`config.mk`:
```
export PLATFORM = sky130hd
export DESIGN_NAME = gmps_ctrl
export DESIGN_NICKNAME = d
export VERILOG_FILES = /design/src/rtl/glycopeptide_mass_pair_search_defines.svh /design/src/rtl/gmps_pkg.sv /design/src/rtl/gmps_ctrl.sv
export SDC_FILE = /design/constraint.sdc
export NUM_CORES = 1
export LEC_CHECK = 0
export ABC_AREA = 1
export BUFFER_PORTS_ARGS = -buffer_cell sky130_fd_sc_hd__clkbuf_2
export CAP_MARGIN = 20
export CORE_MARGIN = 8
export CORE_UTILIZATION = 35
export DETAILED_ROUTE_END_ITERATION = 10
export PLACE_DENSITY = 0.63
export SETUP_SLACK_MARGIN = 0.4
export SLEW_MARGIN = 30
export SYNTH_ARGS = -nofsm -noshare
export SYNTH_HDL_FRONTEND = slang
export SYNTH_SLANG_ARGS = --single-unit
```
`constraint.sdc`:
```
create_clock -name clock -period 3.69 [get_ports clock]
set_input_delay 0.5535 -clock clock [delete_from_list [all_inputs] [get_ports clock]]
set_output_delay 0.5535 -clock clock [all_outputs]
set_load 0.01 [all_outputs]
```
`src/rtl/glycopeptide_mass_pair_search_defines.svh`:
```
// ----------------------------------------------------------------------------
// Assertion macros for the glycopeptide mass pair search.
// Each macro expands to one labeled concurrent assertion on the block clock.
// ----------------------------------------------------------------------------
`ifndef GLYCOPEPTIDE_MASS_PAIR_SEARCH_DEFINES_SVH
`define GLYCOPEPTIDE_MASS_PAIR_SEARCH_DEFINES_SVH

// Same-cycle implication, disabled during reset.
`define GMPS_ASSERT_IMPL(lbl, ante, cons, msg) \
   lbl: assert property (@(posedge clock) disable iff (reset) (ante) |-> (cons)) \
      else $error(msg);

// Next-cycle implication, disabled during reset.
`define GMPS_ASSERT_NEXT(lbl, ante, cons, msg) \
   lbl: assert property (@(posedge clock) disable iff (reset) (ante) |=> (cons)) \
      else $error(msg);

`endif

```
`src/rtl/gmps_pkg.sv`:
```
// ----------------------------------------------------------------------------
// gmps_pkg
// Types and constants shared by the mass pair search controller, datapath
// and top level.
// ----------------------------------------------------------------------------
package gmps_pkg;

   localparam int PEP_DEPTH      = 1024;
   localparam int GLY_DEPTH      = 256;
   localparam int MAX_HITS       = 64;
   localparam int MASS_FRAC_BITS = 16;

   localparam int PEP_AW   = $clog2(PEP_DEPTH);
   localparam int GLY_AW   = $clog2(GLY_DEPTH);
   localparam int MASS_W   = 30;
   localparam int ERR_W    = 24;
   localparam int MAG_W    = 32;
   localparam int SCALE_W  = 20;
   localparam int PROD_W   = MAG_W + SCALE_W;
   localparam int FRAC_SH  = ERR_W - MASS_FRAC_BITS;
   localparam int DIV_W    = $clog2(ERR_W);
   localparam int TOTAL_W  = $clog2(MAX_HITS + 2);
   localparam int ENTRY_W  = MASS_W + 2;

   localparam logic [SCALE_W-1:0] PPM_SCALE = 20'd1000000;

   // Operation codes of an input item.
   localparam logic [1:0] OP_LOAD_PEP = 2'd0;
   localparam logic [1:0] OP_LOAD_GLY = 2'd1;
   localparam logic [1:0] OP_QUERY    = 2'd2;
   localparam logic [1:0] OP_UNUSED   = 2'd3;

   // Configuration register indexes.
   localparam logic [2:0] CSR_TOLERANCE = 3'd0;
   localparam logic [2:0] CSR_USE_PPM   = 3'd1;
   localparam logic [2:0] CSR_FILTER    = 3'd2;
   localparam logic [2:0] CSR_BEST_ONLY = 3'd3;
   localparam logic [2:0] CSR_PEP_COUNT = 3'd4;
   localparam logic [2:0] CSR_GLY_COUNT = 3'd5;
   localparam logic [2:0] CSR_WATER     = 3'd6;

   // Glycan class filter codes.
   localparam logic [1:0] FILT_NONE       = 2'd0;
   localparam logic [1:0] FILT_SIALYL     = 2'd1;
   localparam logic [1:0] FILT_NON_SIALYL = 2'd2;

   typedef struct packed {
      logic [1:0]  operation;
      logic [9:0]  entry_index;
      logic [29:0] mass_value;
      logic        entry_decoy;
      logic        has_site;
      logic        has_sialic_acid;
   } req_type;

   typedef struct packed {
      logic        hit;
      logic [9:0]  peptide_slot;
      logic [7:0]  glycan_slot;
      logic [23:0] error_magnitude;
      logic        glycan_decoy;
      logic        peptide_site;
      logic        truncated;
      logic        last;
   } rsp_type;

   typedef struct packed {
      logic [23:0] tolerance;
      logic        use_ppm;
      logic [1:0]  filter_class;
      logic        best_hit_only;
      logic [10:0] peptide_count;
      logic [8:0]  glycan_count;
      logic [23:0] water_mass;
   } cfg_type;

   // Commands from the controller to the datapath.
   typedef struct packed {
      logic              wr_pep;
      logic              wr_gly;
      logic              start;
      logic              rd;
      logic              mag;
      logic              mul;
      logic              chk;
      logic              div_step;
      logic              eval;
      logic              emit_final;
      logic [PEP_AW-1:0] pep_addr;
      logic [GLY_AW-1:0] gly_addr;
      logic [DIV_W-1:0]  div_idx;
   } cmd_type;

   // Status from the datapath to the controller.
   typedef struct packed {
      logic over;
      logic out_free;
   } sts_type;

endpackage

```
`src/rtl/gmps_ctrl.sv`:
```
// ----------------------------------------------------------------------------
// gmps_ctrl
// Sequencer of the pair scan: walks peptides and glycans, steps the
// per-pair error pipeline and the divider, and orders the result transfers.
// ----------------------------------------------------------------------------
module gmps_ctrl (
   input  logic              clock,
   input  logic              reset,
   input  logic              req_valid,
   output logic              req_stall,
   input  gmps_pkg::req_type req_data,
   input  gmps_pkg::cfg_type cfg,
   input  gmps_pkg::sts_type sts,
   output gmps_pkg::cmd_type cmd
);
   import gmps_pkg::*;

   typedef enum logic [8:0] {
      S_IDLE  = 9'b000000001,
      S_READ  = 9'b000000010,
      S_MAG   = 9'b000000100,
      S_MUL   = 9'b000001000,
      S_CHK   = 9'b000010000,
      S_DIV   = 9'b000100000,
      S_EVAL  = 9'b001000000,
      S_NEXT  = 9'b010000000,
      S_FINAL = 9'b100000000
   } state_type;

   state_type         state_ff, state_in;
   logic [PEP_AW-1:0] p_ff, p_in;
   logic [GLY_AW-1:0] g_ff, g_in;
   logic [DIV_W-1:0]  k_ff, k_in;
   logic [10:0]       np;
   logic [8:0]        ng;
   logic              accept;

   // Counts saturate at the table depths.
   assign np = (cfg.peptide_count > 11'(PEP_DEPTH)) ? 11'(PEP_DEPTH) : cfg.peptide_count;
   assign ng = (cfg.glycan_count > 9'(GLY_DEPTH)) ? 9'(GLY_DEPTH) : cfg.glycan_count;

   assign req_stall = (state_ff != S_IDLE);
   assign accept    = req_valid && !req_stall;

   // Next state and commands.
   always_comb begin
      state_in = state_ff;
      p_in     = p_ff;
      g_in     = g_ff;
      k_in     = k_ff;
      cmd      = '0;
      cmd.pep_addr = p_ff;
      cmd.gly_addr = g_ff;
      cmd.div_idx  = k_ff;
      unique case (state_ff)
         S_IDLE: begin
            if (accept) begin
               cmd.wr_pep = (req_data.operation == OP_LOAD_PEP);
               cmd.wr_gly = (req_data.operation == OP_LOAD_GLY);
               if (req_data.operation == OP_QUERY) begin
                  cmd.start = 1'b1;
                  p_in      = '0;
                  g_in      = '0;
                  state_in  = (np != '0 && ng != '0) ? S_READ : S_FINAL;
               end
            end
         end
         S_READ: begin
            cmd.rd   = 1'b1;
            state_in = S_MAG;
         end
         S_MAG: begin
            cmd.mag  = 1'b1;
            state_in = S_MUL;
         end
         S_MUL: begin
            cmd.mul  = 1'b1;
            state_in = cfg.use_ppm ? S_CHK : S_EVAL;
         end
         S_CHK: begin
            cmd.chk  = 1'b1;
            k_in     = '0;
            state_in = S_DIV;
         end
         S_DIV: begin
            if (sts.over) begin
               state_in = S_EVAL;
            end else begin
               cmd.div_step = 1'b1;
               k_in         = k_ff + 1'b1;
               if (k_ff == DIV_W'(ERR_W - 1)) state_in = S_EVAL;
            end
         end
         S_EVAL: begin
            // The evaluation may push a held hit out, so it waits for room.
            if (sts.out_free) begin
               cmd.eval = 1'b1;
               state_in = S_NEXT;
            end
         end
         S_NEXT: begin
            state_in = S_READ;
            if ({1'b0, g_ff} == ng - 1'b1) begin
               g_in = '0;
               if ({1'b0, p_ff} == np - 1'b1) state_in = S_FINAL;
               else p_in = p_ff + 1'b1;
            end else begin
               g_in = g_ff + 1'b1;
            end
         end
         S_FINAL: begin
            if (sts.out_free) begin
               cmd.emit_final = 1'b1;
               state_in       = S_IDLE;
            end
         end
         default: state_in = S_IDLE;
      endcase
   end

   always_ff @(posedge clock) begin
      if (reset) begin
         state_ff <= S_IDLE;
         p_ff     <= '0;
         g_ff     <= '0;
         k_ff     <= '0;
      end else begin
         state_ff <= state_in;
         p_ff     <= p_in;
         g_ff     <= g_in;
         k_ff     <= k_in;
      end
   end

endmodule

```
==> flow_summary.json <==
{
  "finalNetCount": 701,
  "crit_fanout": 9,
  "irDropWorstVdd_mv": 0.237,
  "critical_path.n_buffers_inverters": 2,
  "synth_compound_gate_area_share_pct": 10.3,
  "placement.io_buffers": 61,
  "synth.cell_area_um2": 2930,
  "worst-r2r-setup-slack_ns": 1.32,
  "timing.final.crit_share_pct": 75.6,
  "place.detailed.hpwl_mm": 6.75,
  "final_setup_fails": 0,
  "holdPathStages": 1,
  "synth.lib_cells_used.distinct": 39,
  "drive_gt1_share_pct": 17.7,
  "die-width_um": 107,
  "ys_seq_area_share_pct": 21.9,
  "dpl.cell_count": 672,
  "final_cell_count_no_fill": 680,
  "post_synth_fa_ha_maj_area_fraction_pct": 2.14,
  "detail_route.wirelength_mm": 8.22,
  "cts_buffer_depth": 2,
  "tns_ns": 0,
  "power_leakage_nw": 1.81,
  "avgViaCountPerCell": 4.95,
  "min_path_type": "register to register",
  "grt_use_total_pct": 14.3,
  "start_util_pct": 35.8,
  "htreeDepth": 2,
  "antenna_violations_before_repair": 0,
  "max_freq_mhz": 358,
  "finalCriticalPeriod_ns": 2.79,
  "worst_setup_path_category": "primary input to register",
  "floorplan.io_pins": 156,
  "routed-via-count": 3364,
  "async_flop_share_pct": 0,
  "combinational_family_with_the_most_area_after_synthesis": "simple AND/OR/NAND/NOR gates",
  "timing.critical_path.arrival_ns": 3.02,
  "syn_inst": 509,
  "tightestPinTransition_ns": 0.581,
  "drt.antenna.violating_nets": 0,
  "grt_pass1_wl_mm": 13.8,
  "endpoint_kind": "register",
  "crit_path_cell_trace": "clkbuf_2 -> nor2_1 -> nand2_1 -> o21ai_4 -> nand2_1 -> ha_1 -> inv_1 -> nand3_1 -> nand2_1 -> xor2_1 -> nor2_1 -> nand3_1 -> nor2_1 -> nand3_2 -> a21oi_4 -> nand4_1 -> nand2_1 -> nand2_1 -> nor2_2",
  "worst_path_largest_cell_delay_ns": 0.29,
  "rsz0062_at_grt": "false",
  "timing.slew.headroom_pct": 61.1,
  "total_stage_count_of_the_critical_path": 19,
  "worst_path_most_repeated_cell": "sky130_fd_sc_hd__nand2_1",
  "clkLatencyLatePin_ns": 0.29,
  "timing.clock.skew_ns": 0.00769,
  "area_delta_synth_final_pct": 17.6,
  "synth-edff-count": 0,
  "routedWlPerCell_um": 12.1,
  "synth_top_flop_cell": "sky130_fd_sc_hd__dfxtp_1",
  "fin_hold_ws_ns": 0.505,
  "remaining_drc_errors": 0,
  "synth-warning-count": 0,
  "layout_commonest_cell": "sky130_fd_sc_hd__nand2_1",
  "clock_tree_from_tritoncts": "yes",
  "post_synth_and_or_nand_nor_area_fraction_pct": 50.0,
  "cts.hold.buffers_added": 0,
  "fillerInstances": 917,
  "core_area_um2": 8180,
  "hold_viol_final": 0,
  "r2r.worst_path.cells": 13,
  "power-per-cell-area_nw_per_um2": 415,
  "drt-pass1-iter-count": 5,
  "cts.sink_count": 32,
  "cts-buffers-inserted": 5,
  "cts_resizes": 0,
  "crit_family": "simple AND/OR/NAND/NOR gates",
  "final_cell_mix": "154 x sky130_fd_sc_hd__nand2_1, 81 x sky130_fd_sc_hd__inv_1, 67 x sky130_fd_sc_hd__nor2_1, 61 x sky130_fd_sc_hd__clkbuf_2, 47 x sky130_fd_sc_hd__nand3_1",
  "overflow_after_grt": 0,
  "crit_required_ns": 3.92,
  "post_synth_mux_area_share_pct": 0,
  "clock-root-buffer": "sky130_fd_sc_hd__clkbuf_8",
  "grt_max_degree": 21,
  "timing.critical_path.slowest_stage_cell": "sky130_fd_sc_hd__a21oi_4",
  "finalCoreUtilization_pct": 42.1,
  "grt_pass1_vias": 3153,
  "postSynthRegisterBits": 32,
  "run_status": "completed",
  "cts_setup_buffers": 0,
  "n_antenna_cell": 0,
  "cap_violations": 0,
  "xor_xnor_share_of_the_synthesized_area_pct": 3.59,
  "dr.first_iter.drc_count": 165,
  "synth_nets": 636,
  "placement_rows": 33,
  "fp.dieH_um": 107,
  "start_kind": "primary input",
  "final-max-slew-violation-count": 0,
  "die-area_um2": 11600,
  "path_clk_slew_ns": 0.07,
  "gp_congestion": 0.876,
  "synthesis.area_per_instance_um2": 5.75
}
worst register-to-register path, cell delays in order, from the launching register on:
cell and delay [ns]:
sky130_fd_sc_hd__dfxtp_1 0.34, sky130_fd_sc_hd__nor2_1 0.19, sky130_fd_sc_hd__inv_1 0.10, sky130_fd_sc_hd__nor2_4 0.15, sky130_fd_sc_hd__nand4_2 0.24, sky130_fd_sc_hd__inv_1 0.23, sky130_fd_sc_hd__nor2_1 0.12, sky130_fd_sc_hd__nor2_4 0.19
sky130_fd_sc_hd__inv_2 0.10, sky130_fd_sc_hd__a21oi_4 0.25, sky130_fd_sc_hd__nand4_1 0.17, sky130_fd_sc_hd__nand2_1 0.09, sky130_fd_sc_hd__nand2_1 0.06, sky130_fd_sc_hd__nor2_2 0.09
metrics by stage:
step / total power [W] / instance area (µm²) / setup WS [ns]
2_1_floorplan: 0.000914 / 2930 / 0.946
3_3_place_gp: 0.00108 / 3340 / 0.617
3_5_place_dp: 0.00109 / 3340 / 0.577
4_1_cts: 0.00144 / 3450 / 0.888
5_1_grt: 0.00153 / 3450 / 0.586
6_report: 0.00143 / 3450 / 0.899
flip-flops by register name, summed over array words and instances (netlist names):
register  count
p_ff         10
state_ff      9
g_ff          8
k_ff          5
synthesized netlist by cell type (4+ instances only):
cell type	n	area, µm²
sky130_fd_sc_hd__nor3_1	8	40.0
sky130_fd_sc_hd__o21ai_0	12	60.1
sky130_fd_sc_hd__nor2_2	9	56.3
sky130_fd_sc_hd__nand2_1	154	578
sky130_fd_sc_hd__ha_1	5	62.6
sky130_fd_sc_hd__inv_2	4	15.0
sky130_fd_sc_hd__nand4_1	15	93.8
sky130_fd_sc_hd__a21oi_1	19	95.1
sky130_fd_sc_hd__nor4_1	4	25.0
sky130_fd_sc_hd__nand3_1	47	235
sky130_fd_sc_hd__xor2_1	11	96.3
sky130_fd_sc_hd__inv_1	81	304
sky130_fd_sc_hd__dfxtp_1	32	641
sky130_fd_sc_hd__nand2_2	4	25.0
sky130_fd_sc_hd__nor2_1	67	251
worst paths after layout:
| check | startpoint | to |
|---|---|---|
| max | cfg[24] | p_ff[9]$_SDFFE_PP0P_ |
| min | k_ff[0]$_SDFFE_PP0P_ | k_ff[0]$_SDFFE_PP0P_ |
| max reg2reg | state_ff[6]$_SDFFE_PP0P_ | p_ff[9]$_SDFFE_PP0P_ |
| min reg2reg | k_ff[0]$_SDFFE_PP0P_ | k_ff[0]$_SDFFE_PP0P_ |
cells by family after synthesis:
kind of cell / Yosys count
AND/OR/NAND/NOR: 324
buffers and inverters: 89
AO/OA/AOI/OAI: 47
flip-flops: 32
XOR/XNOR: 12
adder cells (fa/ha/maj): 5
where the power goes:
group          total (W)  internal (W)  switching (W)
Sequential      0.000402      0.000372      0.0000309
Clock           0.000339      0.000200       0.000138
Combinational   0.000689      0.000212       0.000477
Total            0.00143      0.000784       0.000646
area by class of cell:
class                      instances  area (µm²)  share of cell area [%]
clock buffer                       6        72.6                    2.11
multi-input combinational        388        1930                    56.1
timing repair buffer              62         313                    9.08
tap                              105         131                    3.81
inverter                          85         319                    9.26
sequential                        32         641                    18.6
clock inverter                     2        35.0                    1.02
per-layer routing:
metal / up-vias / GRT usage [%] / share of wire [%]
met5: - / 0 / 0
met4: 0 / 5.05 / 1.4
met3: 8 / 2.34 / 5.2
met2: 99 / 24.1 / 46
met1: 1508 / 18.0 / 47
li1: 1749 / - / -
No activity file was read; power rests on OpenSTA's default activity.
